### src/crc8fr_pkg.sv
package crc8fr_pkg;

	localparam int BYTE_W      = 8;
	localparam int LEN_W       = 7;
	localparam int STORE_AW    = 6;
	localparam int STORE_DEPTH = 64;
	localparam int CNT_W       = 32;
	localparam int CFG_IDX_W   = 8;
	localparam int CRC_STEP_W  = 3;

	localparam logic [BYTE_W-1:0] MAX_PAYLOAD = 8'd64;
	localparam logic [BYTE_W-1:0] CRC_POLY    = 8'h07;
	localparam logic [BYTE_W-1:0] CRC_INIT    = 8'h00;

	// Configuration register indexes.
	localparam logic [CFG_IDX_W-1:0] CFG_HEADER_FIRST    = 8'd0;
	localparam logic [CFG_IDX_W-1:0] CFG_HEADER_SECOND   = 8'd1;
	localparam logic [CFG_IDX_W-1:0] CFG_CHASSIS_COMMAND = 8'd2;
	localparam logic [CFG_IDX_W-1:0] CFG_CHASSIS_LENGTH  = 8'd3;

	typedef enum logic [2:0] {
		PH_HEAD1,
		PH_HEAD2,
		PH_CMD,
		PH_LEN,
		PH_DATA,
		PH_CRC
	} frame_phase_t;

	typedef enum logic [1:0] {
		SQ_IDLE,
		SQ_CRC,
		SQ_READ,
		SQ_EMIT
	} seq_state_t;

	typedef struct packed {
		logic              start;
		logic [BYTE_W-1:0] seed;
	} crc_req_t;

	typedef struct packed {
		logic              done;
		logic [BYTE_W-1:0] crc;
	} crc_rsp_t;

endpackage

### src/crc8fr_crc_unit.sv
module crc8fr_crc_unit
	import crc8fr_pkg::*;
(
	input  logic     clk,
	input  logic     arst_n,
	input  crc_req_t req,
	output crc_rsp_t rsp
);

	logic [BYTE_W-1:0]     crc_q;
	logic [CRC_STEP_W-1:0] step_q;
	logic                  busy_q;

	// One polynomial step per cycle while busy; the register keeps the running CRC between bytes.
	always_ff @(posedge clk or negedge arst_n) begin
		if (!arst_n) begin
			crc_q  <= CRC_INIT;
			step_q <= '0;
			busy_q <= 1'b0;
		end else if (req.start) begin
			crc_q  <= req.seed;
			step_q <= '0;
			busy_q <= 1'b1;
		end else if (busy_q) begin
			crc_q  <= {crc_q[BYTE_W-2:0], 1'b0} ^ (crc_q[BYTE_W-1] ? CRC_POLY : '0);
			step_q <= step_q + 1'b1;
			if (step_q == '1) begin
				busy_q <= 1'b0;
			end
		end
	end

	assign rsp.done = busy_q && (step_q == '1);
	assign rsp.crc  = crc_q;

endmodule

### src/crc8_framed_packet_receiver_unit.sv
// Framed packet receiver with a CRC-8 check (polynomial 0x07, initial value 0).
// Received bytes enter on the input channel (in_valid, in_stall, data_byte). The block
// hunts for the two configured header bytes, then takes a command byte, a length byte,
// up to 64 payload bytes and a CRC byte. Results leave on the output channel
// (out_valid, out_stall and one port per field): one request for a CRC mismatch or an
// empty good frame, one request per payload byte otherwise, the final one marked last.
// Header bytes and bytes that are ignored are taken without a CRC run. Command, length and
// payload bytes are each accepted and then pass through the 8 steps of the shared
// bit-serial CRC unit before the next byte is taken. A CRC byte needs no CRC run.
// A mismatch or an empty good frame then loads its single request into the output
// register as soon as it is free. A payload frame reads the payload memory before each
// of its requests, so every payload request passes a read state and then the emit state.
// No new byte is taken before the last result of a frame sits in the output register.
// Reset clears the configuration to its defaults (headers 0xAA and 0x55, chassis
// command 1, chassis length 40), zeroes the good frame counter and restarts the hunt.
// While the downstream side asserts out_stall the held request stays unchanged, and
// in_stall stays high from the CRC byte until the frame's last request has been loaded.
module crc8_framed_packet_receiver_unit
	import crc8fr_pkg::*;
(
	input  logic                 clk,
	input  logic                 arst_n,
	input  logic                 cfg_we,
	input  logic [CFG_IDX_W-1:0] cfg_index,
	input  logic [BYTE_W-1:0]    cfg_data,
	input  logic                 in_valid,
	output logic                 in_stall,
	input  logic [BYTE_W-1:0]    data_byte,
	output logic                 out_valid,
	input  logic                 out_stall,
	output logic                 frame_ok,
	output logic [BYTE_W-1:0]    command,
	output logic [LEN_W-1:0]     payload_length,
	output logic [STORE_AW-1:0]  byte_index,
	output logic [BYTE_W-1:0]    payload_byte,
	output logic                 has_data,
	output logic                 last,
	output logic [CNT_W-1:0]     good_frame_count,
	output logic                 is_chassis
);

	// Configuration registers.
	logic [BYTE_W-1:0] hdr_first_q;
	logic [BYTE_W-1:0] hdr_second_q;
	logic [BYTE_W-1:0] chassis_cmd_q;
	logic [LEN_W-1:0]  chassis_len_q;

	// Frame state.
	seq_state_t        seq_q, seq_d;
	frame_phase_t      phase_q, phase_d;
	logic [BYTE_W-1:0] command_q;
	logic [LEN_W-1:0]  length_q;
	logic [LEN_W-1:0]  fill_q;
	logic [CNT_W-1:0]  count_q;

	// Emission state for the results of one judged frame.
	logic                emit_ok_q;
	logic                emit_data_q;
	logic                emit_chassis_q;
	logic [STORE_AW-1:0] idx_q;
	logic [BYTE_W-1:0]   mem_rd_q;

	// Payload memory; entries are always written before a good frame reads them.
	logic [BYTE_W-1:0] mem_q [STORE_DEPTH];

	// Output register.
	logic                out_valid_q;
	logic                out_ok_q;
	logic [BYTE_W-1:0]   out_cmd_q;
	logic [LEN_W-1:0]    out_len_q;
	logic [STORE_AW-1:0] out_idx_q;
	logic [BYTE_W-1:0]   out_byte_q;
	logic                out_has_q;
	logic                out_last_q;
	logic [CNT_W-1:0]    out_cnt_q;
	logic                out_chassis_q;

	// Control signals.
	logic             in_acc;
	logic             out_free;
	logic             out_load;
	logic             emit_last;
	logic             crc_match;
	logic             mem_we;
	logic [LEN_W-1:0] fill_inc;
	crc_req_t         crc_req;
	crc_rsp_t         crc_rsp;

	// The shared bit-serial CRC unit; it also holds the running CRC between bytes.
	crc8fr_crc_unit u_crc (
		.clk    (clk),
		.arst_n (arst_n),
		.req    (crc_req),
		.rsp    (crc_rsp)
	);

	// Next state of the sequencer and of the frame parser.
	always_comb begin
		seq_d   = seq_q;
		phase_d = phase_q;
		unique case (seq_q)
			SQ_IDLE: begin
				if (in_acc) begin
					unique case (phase_q)
						PH_HEAD1: begin
							if (data_byte == hdr_first_q) begin
								phase_d = PH_HEAD2;
							end
						end
						PH_HEAD2: begin
							// A repeated first header byte keeps the hunt alive.
							if (data_byte == hdr_second_q) begin
								phase_d = PH_CMD;
							end else if (data_byte != hdr_first_q) begin
								phase_d = PH_HEAD1;
							end
						end
						PH_CMD: begin
							phase_d = PH_LEN;
							seq_d   = SQ_CRC;
						end
						PH_LEN: begin
							seq_d = SQ_CRC;
							// An oversized length drops the frame without a result.
							if (data_byte == '0) begin
								phase_d = PH_CRC;
							end else if (data_byte <= MAX_PAYLOAD) begin
								phase_d = PH_DATA;
							end else begin
								phase_d = PH_HEAD1;
							end
						end
						PH_DATA: begin
							seq_d = SQ_CRC;
							if (fill_inc >= length_q) begin
								phase_d = PH_CRC;
							end
						end
						PH_CRC: begin
							phase_d = PH_HEAD1;
							if (!crc_match || length_q == '0) begin
								seq_d = SQ_EMIT;
							end else begin
								seq_d = SQ_READ;
							end
						end
						default: begin
							phase_d = PH_HEAD1;
						end
					endcase
				end
			end
			SQ_CRC: begin
				if (crc_rsp.done) begin
					seq_d = SQ_IDLE;
				end
			end
			SQ_READ: begin
				seq_d = SQ_EMIT;
			end
			SQ_EMIT: begin
				if (out_free) begin
					seq_d = emit_last ? SQ_IDLE : SQ_READ;
				end
			end
		endcase
	end

	// Sequencer outputs.
	always_comb begin
		in_acc        = in_valid && (seq_q == SQ_IDLE);
		fill_inc      = fill_q + 1'b1;
		crc_match     = (crc_rsp.crc == data_byte);
		crc_req.start = in_acc && (phase_q == PH_CMD || phase_q == PH_LEN ||
			phase_q == PH_DATA);
		crc_req.seed  = ((phase_q == PH_CMD) ? CRC_INIT : crc_rsp.crc) ^ data_byte;
		mem_we        = in_acc && (phase_q == PH_DATA);
		out_free      = !out_valid_q || !out_stall;
		out_load      = (seq_q == SQ_EMIT) && out_free;
		emit_last     = !emit_data_q || ({1'b0, idx_q} + 1'b1 == length_q);
	end

	// Control registers and configuration.
	always_ff @(posedge clk or negedge arst_n) begin
		if (!arst_n) begin
			hdr_first_q   <= 8'hAA;
			hdr_second_q  <= 8'h55;
			chassis_cmd_q <= 8'd1;
			chassis_len_q <= 7'd40;
			seq_q         <= SQ_IDLE;
			phase_q       <= PH_HEAD1;
			command_q     <= '0;
			length_q      <= '0;
			fill_q        <= '0;
			count_q       <= '0;
			out_valid_q   <= 1'b0;
		end else begin
			seq_q   <= seq_d;
			phase_q <= phase_d;
			if (cfg_we) begin
				unique case (cfg_index)
					CFG_HEADER_FIRST:    hdr_first_q   <= cfg_data;
					CFG_HEADER_SECOND:   hdr_second_q  <= cfg_data;
					CFG_CHASSIS_COMMAND: chassis_cmd_q <= cfg_data;
					CFG_CHASSIS_LENGTH:  chassis_len_q <= cfg_data[LEN_W-1:0];
					default: ;
				endcase
			end
			if (in_acc) begin
				unique case (phase_q)
					PH_CMD: command_q <= data_byte;
					PH_LEN: begin
						length_q <= data_byte[LEN_W-1:0];
						fill_q   <= '0;
					end
					PH_DATA: fill_q <= fill_inc;
					PH_CRC: begin
						if (crc_match) begin
							count_q <= count_q + 1'b1;
						end
					end
					default: ;
				endcase
			end
			if (out_load) begin
				out_valid_q <= 1'b1;
			end else if (!out_stall) begin
				out_valid_q <= 1'b0;
			end
		end
	end

	// Emission bookkeeping and the output register.
	always_ff @(posedge clk) begin
		if (in_acc && phase_q == PH_CRC) begin
			emit_ok_q      <= crc_match;
			emit_data_q    <= crc_match && (length_q != '0);
			emit_chassis_q <= crc_match && (command_q == chassis_cmd_q) &&
				(length_q == chassis_len_q);
			idx_q          <= '0;
		end else if (out_load && !emit_last) begin
			idx_q <= idx_q + 1'b1;
		end
		if (out_load) begin
			out_ok_q      <= emit_ok_q;
			out_cmd_q     <= command_q;
			out_len_q     <= length_q;
			out_idx_q     <= emit_data_q ? idx_q : '0;
			out_byte_q    <= emit_data_q ? mem_rd_q : '0;
			out_has_q     <= emit_data_q;
			out_last_q    <= emit_last;
			out_cnt_q     <= count_q;
			out_chassis_q <= emit_chassis_q;
		end
	end

	// Payload memory: one write port on payload byte accept, one registered read port.
	always_ff @(posedge clk) begin
		if (mem_we) begin
			mem_q[fill_q[STORE_AW-1:0]] <= data_byte;
		end
		if (seq_q == SQ_READ) begin
			mem_rd_q <= mem_q[idx_q];
		end
	end

	assign in_stall         = (seq_q != SQ_IDLE);
	assign out_valid        = out_valid_q;
	assign frame_ok         = out_ok_q;
	assign command          = out_cmd_q;
	assign payload_length   = out_len_q;
	assign byte_index       = out_idx_q;
	assign payload_byte     = out_byte_q;
	assign has_data         = out_has_q;
	assign last             = out_last_q;
	assign good_frame_count = out_cnt_q;
	assign is_chassis       = out_chassis_q;

endmodule

### config.mk
export PLATFORM = sky130hd
export DESIGN_NAME = crc8_framed_packet_receiver_unit
export DESIGN_NICKNAME = d
export VERILOG_FILES = /design/src/crc8fr_pkg.sv /design/src/crc8fr_crc_unit.sv /design/src/crc8_framed_packet_receiver_unit.sv
export SDC_FILE = /design/constraint.sdc
export NUM_CORES = 1
export LEC_CHECK = 0
export BUFFER_PORTS_ARGS = -buffer_cell sky130_fd_sc_hd__buf_2
export CAP_MARGIN = 25
export CORE_ASPECT_RATIO = 1.4
export CORE_UTILIZATION = 55
export CTS_CLUSTER_DIAMETER = 80
export CTS_CLUSTER_SIZE = 10
export DETAILED_ROUTE_END_ITERATION = 8
export GPL_TIMING_DRIVEN = 0
export PLACE_DENSITY = 0.75
export SETUP_SLACK_MARGIN = 0.5
export SLEW_MARGIN = 20
export SYNTH_ARGS = -nofsm -noshare
export SYNTH_HDL_FRONTEND = slang
export SYNTH_HIERARCHICAL = 1
export SYNTH_SLANG_ARGS = --single-unit
export TNS_END_PERCENT = 30
### constraint.sdc
create_clock -name clk -period 2.6 [get_ports clk]
set_input_delay 0.39 -clock clk [delete_from_list [all_inputs] [get_ports clk]]
set_output_delay 0.39 -clock clk [all_outputs]
set_load 0.01 [all_outputs]
# ---- After elaboration in Yosys (flattened, before gate mapping)
# Memories as Yosys holds them, arrays and structs flattened. A register that Yosys moved wholly into a read port is not among the register bits.
# Cells that the tools add are included.
# Widths: inputs -> output; s select.
dict set report op_classes {
  n_reduce_logical 40
  n_eq_ne 27
  n_mux 28
  n_lt_le_gt_ge 2
  n_bitwise 2
  add_sub_neg 5
}
# op count
set ops {}
lappend ops {{$add 32x1->32 const B} 1}
lappend ops {{$eq 8x8->1} 4}
lappend ops {{$mux 3} 9}
lappend ops {{$mux 8} 3}
lappend ops {{$eq 8x2->1 const B} 2}
lappend ops {{$logic_not 8->1} 2}
lappend ops {{$xor 8x8->8} 2}
lappend ops {{$pmux 3 s5} 1}
lappend ops {{$eq 7x7->1} 2}
lappend ops {{$pmux 7 s2} 1}
lappend ops {{$reduce_and 2->1} 7}
lappend ops {{$logic_and 1x1->1} 10}
lappend ops {{$ne 2x2->1 const B} 5}
lappend ops {{$eq 3x3->1 const B} 3}
lappend ops {{$eq 8x1->1 const B} 1}
lappend ops {{$le 8x7->1 const B} 1}
lappend ops {{$mux 1} 8}
lappend ops {{$mux 2} 4}
lappend ops {{$ne 8x8->1} 1}
lappend ops {{$pmux 2 s4} 1}
lappend ops {{$add 6x1->7 const B} 1}
lappend ops {{$add 7x1->7 const B} 1}
lappend ops {{$ge 7x7->1} 1}
lappend ops {{$logic_not 7->1} 1}
lappend ops {{20 further kinds} 32}
dict set report word_totals {
  memories 1
  out_inout_bits 67
  ff_bits 177
  elab_cells 132
  in_bits 29
  ramBits 512
}
# name depth width read_ports rd_ports_with_merged_regs wr line
set mem_list {}
lappend mem_list {mem_q 64 8 1 1 1 crc8_framed_packet_receiver_unit.sv:64} ;# logic [BYTE_W-1:0] mem_q [STORE_DEPTH];

# ---- Longest topological paths before layout
dict set report logic_depth {
  word_depth 7
  depth_mapped 10
  ltp_nobuf 10
}

# ---- By module
# The synthesis kept the hierarchy.
# mod seq_area_each_um2 cells_each area_each_um2 instances
set modules_own_cells {}
lappend modules_own_cells {crc8_framed_packet_receiver_unit 20068.0 1471 27246.1 1}
lappend modules_own_cells {crc8fr_crc_unit 300.3 53 598.1 1}

# ---- Worst setup path after synthesis
# Ideal clock, no wire load.
dict set report synth_timing {
  path_type {reg-to-reg}
  from {reg out_valid_q, in the netlist out_valid}
  to {reg out_idx_q[0], in the netlist byte_index[0] (enable)}
  path_stages_with_launch 5
  setup_slack_ps 74
  setup_time_ps 419
  n_path_buf 1
  arrival_time_ps 2107
  t_required_ps 2181
  synth_period_minus_slack_ps 2526
  path_cell_list {dfrtp_1 > nand2_1 > nand3_1 > clkbuf_1 > inv_1}
}
dict set report synth_via {
  elab_chain_len 3
}
# element line
set synth_rtl {}
lappend synth_rtl {{from (decl)} crc8_framed_packet_receiver_unit.sv:67} ;# logic out_valid_q;
lappend synth_rtl {{from (signal assigned)} crc8_framed_packet_receiver_unit.sv:196} ;# out_valid_q <= 1'b0;
lappend synth_rtl {{from (signal assigned)} crc8_framed_packet_receiver_unit.sv:226} ;# out_valid_q <= 1'b1;
lappend synth_rtl {{from (signal assigned)} crc8_framed_packet_receiver_unit.sv:228} ;# out_valid_q <= 1'b0;
lappend synth_rtl {{$logic_not 1->1} crc8_framed_packet_receiver_unit.sv:178} ;# out_free = !out_valid_q || !out_stall;
lappend synth_rtl {{$logic_or 1x1->1} crc8_framed_packet_receiver_unit.sv:178}
lappend synth_rtl {{$logic_and 1x1->1} crc8_framed_packet_receiver_unit.sv:179} ;# out_load = (seq_q == SQ_EMIT) && out_free;
lappend synth_rtl {{via out_load} crc8_framed_packet_receiver_unit.sv:81} ;# logic out_load;
lappend synth_rtl {{to (signal assigned)} crc8_framed_packet_receiver_unit.sv:248} ;# out_idx_q <= emit_data_q ? idx_q : '0;
lappend synth_rtl {{to (decl)} crc8_framed_packet_receiver_unit.sv:71} ;# logic [STORE_AW-1:0] out_idx_q;
# The timed path passes the listed nets, and every way through them passes these cells.
# A chain may end at the register's enable or synchronous reset.

==> qor.yml <==
floorplanning:
  start_util_pct: 55.7
  core.rowCount: 97
  coreArea_um2: 50000
  pin_count: 96
  die_w_um: 192
  die_h_um: 268
  dieArea_um2: 51500
timing:
  skew_ns: 0.0217
  worstMarginPinSlew_ns: 0.788
  setup_slack_ns: 0.135
  relSlewSlack_pct: 47.1
  finalCritPeriodShare_pct: 94.8
  max_freq_ghz: 0.406
  post-route-min-period_ns: 2.46
  hold_viol: 0
  whs_ns: 0.0440
  setup_viol: 0
  slew_violations: 0
  rsz0062_at_grt: "true"
critical_path:
  cp.required_ns: 2.90
  cp.arrival_ns: 2.77
  startpoint_type: "flop"
  end_kind: "flop"
  crit_type: "reg2reg"
  cp_max_fo: 10
global_routing:
  grt_max_degree: 79
  grt_pass1_vias: 15600
  track_usage_pct: 25.3
  grt_first_pass_wirelength_um: 95100
  antenna_found_initial: 0
  grt.overflow.total: 0
clock_network:
  cts_tree: "built"
  cts.reportedPaths.clkPinSlew_ns: 0.06
  cts-root-buf: "clkbuf_16"
  htreeDepth: 3
  clkSinkCount: 697
  clk_latency_ns: 0.62
  clockBufferDepth: 3
  cts_buffers: 79
detailed_routing:
  via_per_inst: 6.24
  routedWlPerCell_um: 26.9
  routed-via-count: 15300
  finalWirelength_um: 66100
  dr.pass1.iters: 5
  ant_nets: 0
  drc: 0
  initialDrtViolationCount: 1577
yosys:
  synth_warnings: 6
  synthesis.nets: 1565
  synth_cells: 1524
  synth_ff_type: "edfxtp_1"
  synth_area_um2: 27800
  synth_cell_type_count: 66
  ys_seq_area_share_pct: 73.2
  synth.ff_latch_count: 697
  syn_area_per_cell_um2: 18.3
  async_reset_ff_share_pct: 14.8
  synth_edf_count: 588
pwr:
  power.density_nw_per_um2: 667
  finalPower_mw: 22.7
  vdd_ir_drop_max_mv: 0.690
  power.leakage_nw: 11.4
min_path:
  hold_path_class: "in2reg"
placement:
  hpwl_um: 40000
  dp.cells: 2267
  port-buffer-count: 95
  routabilityCongestion: 0.958
  preCtsSetupSlack_ns: -0.824
run_status:
  outcome: "finished clean"
final_layout:
  area_delta_synth_final_pct: 22.1
  n_antenna_cell: 0
  largest_reg_flops: 512
  layout-drive-gt1-share_pct: 40.2
  final_core_util_pct: 68.0
  nNetsFinal: 1822
  instances_no_fill: 2457
run:
  maxCapViolCount: 0
[per-stage QoR]
step                      setup TNS (ns)  area (µm²)
final                                  0       34000
after global routing                   0       34000
after CTS                              0       33000
after detailed placement         -216.61       29300
after global placement           -201.56       29200
after floorplan                        0       27900
[final cells by class]
cell class,instances,area (µm²)
Buffer,76,701
Clock buffer,108,2130
Clock inverter,6,88.8
Fill cell,2975,16000
Inverter,22,95.1
Multi-Input combinational cell,729,8240
Sequential cell,697,20400
Tap cell,643,805
Timing Repair Buffer,175,1560
Timing Repair inverter,1,5.00
[power breakdown]
part | leakage [nW] | switching [mW] | internal (mW)
Clock | 1.07 | 4.16 | 5.67
Sequential | 6.55 | 0.0629 | 12.2
Combinational | 3.80 | 0.365 | 0.223
Total | 11.4 | 4.59 | 18.1
[cell families (layout without fill, tap and decap cells)]
| kind of cell | count (synthesis) | after routing | share of synthesized area (%) |
|---|---|---|---|
| mux | 184 | 184 | 12.6 |
| fa+ha+maj | 12 | 12 | 0.539 |
| flops | 697 | 697 | 73.2 |
| compound gates | 145 | 145 | 3.68 |
| simple gates | 295 | 295 | 5.39 |
| buf+inv | 98 | 388 | 1.69 |
| xor+xnor | 93 | 93 | 2.98 |
[layer usage]
metal,vias to the layer above,global-route usage [%],routed length [µm]
met5,-,0,0
met4,0,13.4,3270
met3,192,4.48,4700
met2,773,42.7,34800
met1,7840,31.0,23400
li1,6520,-,-
[repair_timing]
action | in CTS | in global routing
buffers inserted | 29 | 41
pin swaps | 40 | 51
cloned | 2 | 3
hold buffers | 1 | 0
endpoints found under the hold margin | 25 | 0
gates resized for setup | 287 | 157
endpoints found under the setup margin | 612 | 592
[cells in the mapped netlist, drive strengths merged (5+ instances only)]
cell    count  share of area, %
and3        8              0.18
dfxtp       6              0.43
o31ai       8              0.22
ha         12              0.54
buf        49               1.0
xor2       36               1.2
nand2b      5              0.11
clkbuf     27              0.36
edfxtp    588                63
nand2      66              0.89
a22o        8              0.25
inv        22              0.30
a21oi      11              0.20
mux2       47               1.9
dfstp      11               1.0
and2       20              0.45
nand3      30              0.54
xnor2      57               1.8
nand4      18              0.46
o21ai      28              0.50
nor4       11              0.43
nor2      100               1.4
nor3        7              0.14
a22oi      60               1.6
mux2i       9              0.32
a31oi       9              0.20
mux4      128                10
dfrtp      92               8.3
[cells in the final DEF, fill, tap and decap left out, drive strengths merged, types with 47 or more instances in the layout]
cell type | Yosys | routed
dfrtp | 92 | 92
nand2 | 66 | 66
mux4 | 128 | 128
mux2 | 47 | 47
edfxtp | 588 | 588
a22oi | 60 | 60
xnor2 | 57 | 57
nor2 | 100 | 100
clkbuf | 27 | 133
buf | 49 | 224
[worst max-delay path, cell delays in order (launching register included)]
cell and delay [ns]:
dfxtp_1 0.41, buf_6 0.20, buf_6 0.22, clkbuf_4 0.29
mux4_2 0.34, a22oi_1 0.19, a21oi_1 0.12, a211oi_2 0.28
a21oi_1 0.11
[path summary, 6_finish.rpt]
| path | start | endpoint | slack, ns | cells past startpoint |
|---|---|---|---|---|
| worst max-delay path | idx_q[1] | mem_rd_q[1] | 0.14 | 8 |
| worst min-delay path | cfg_data[7] | chassis_cmd_q[7] | 0.04 | 2 |
| worst max register to register | idx_q[1] | mem_rd_q[1] | 0.14 | 8 |
| worst min register to register | emit_chassis_q | is_chassis | 0.44 | 0 |
| max in group asynchronous | arst_n | hdr_second_q[2] | 1.65 | 3 |
| min in group asynchronous | arst_n | count_q[30] | 0.23 | 2 |
Note: power is estimated with default switching activity, not from simulation.
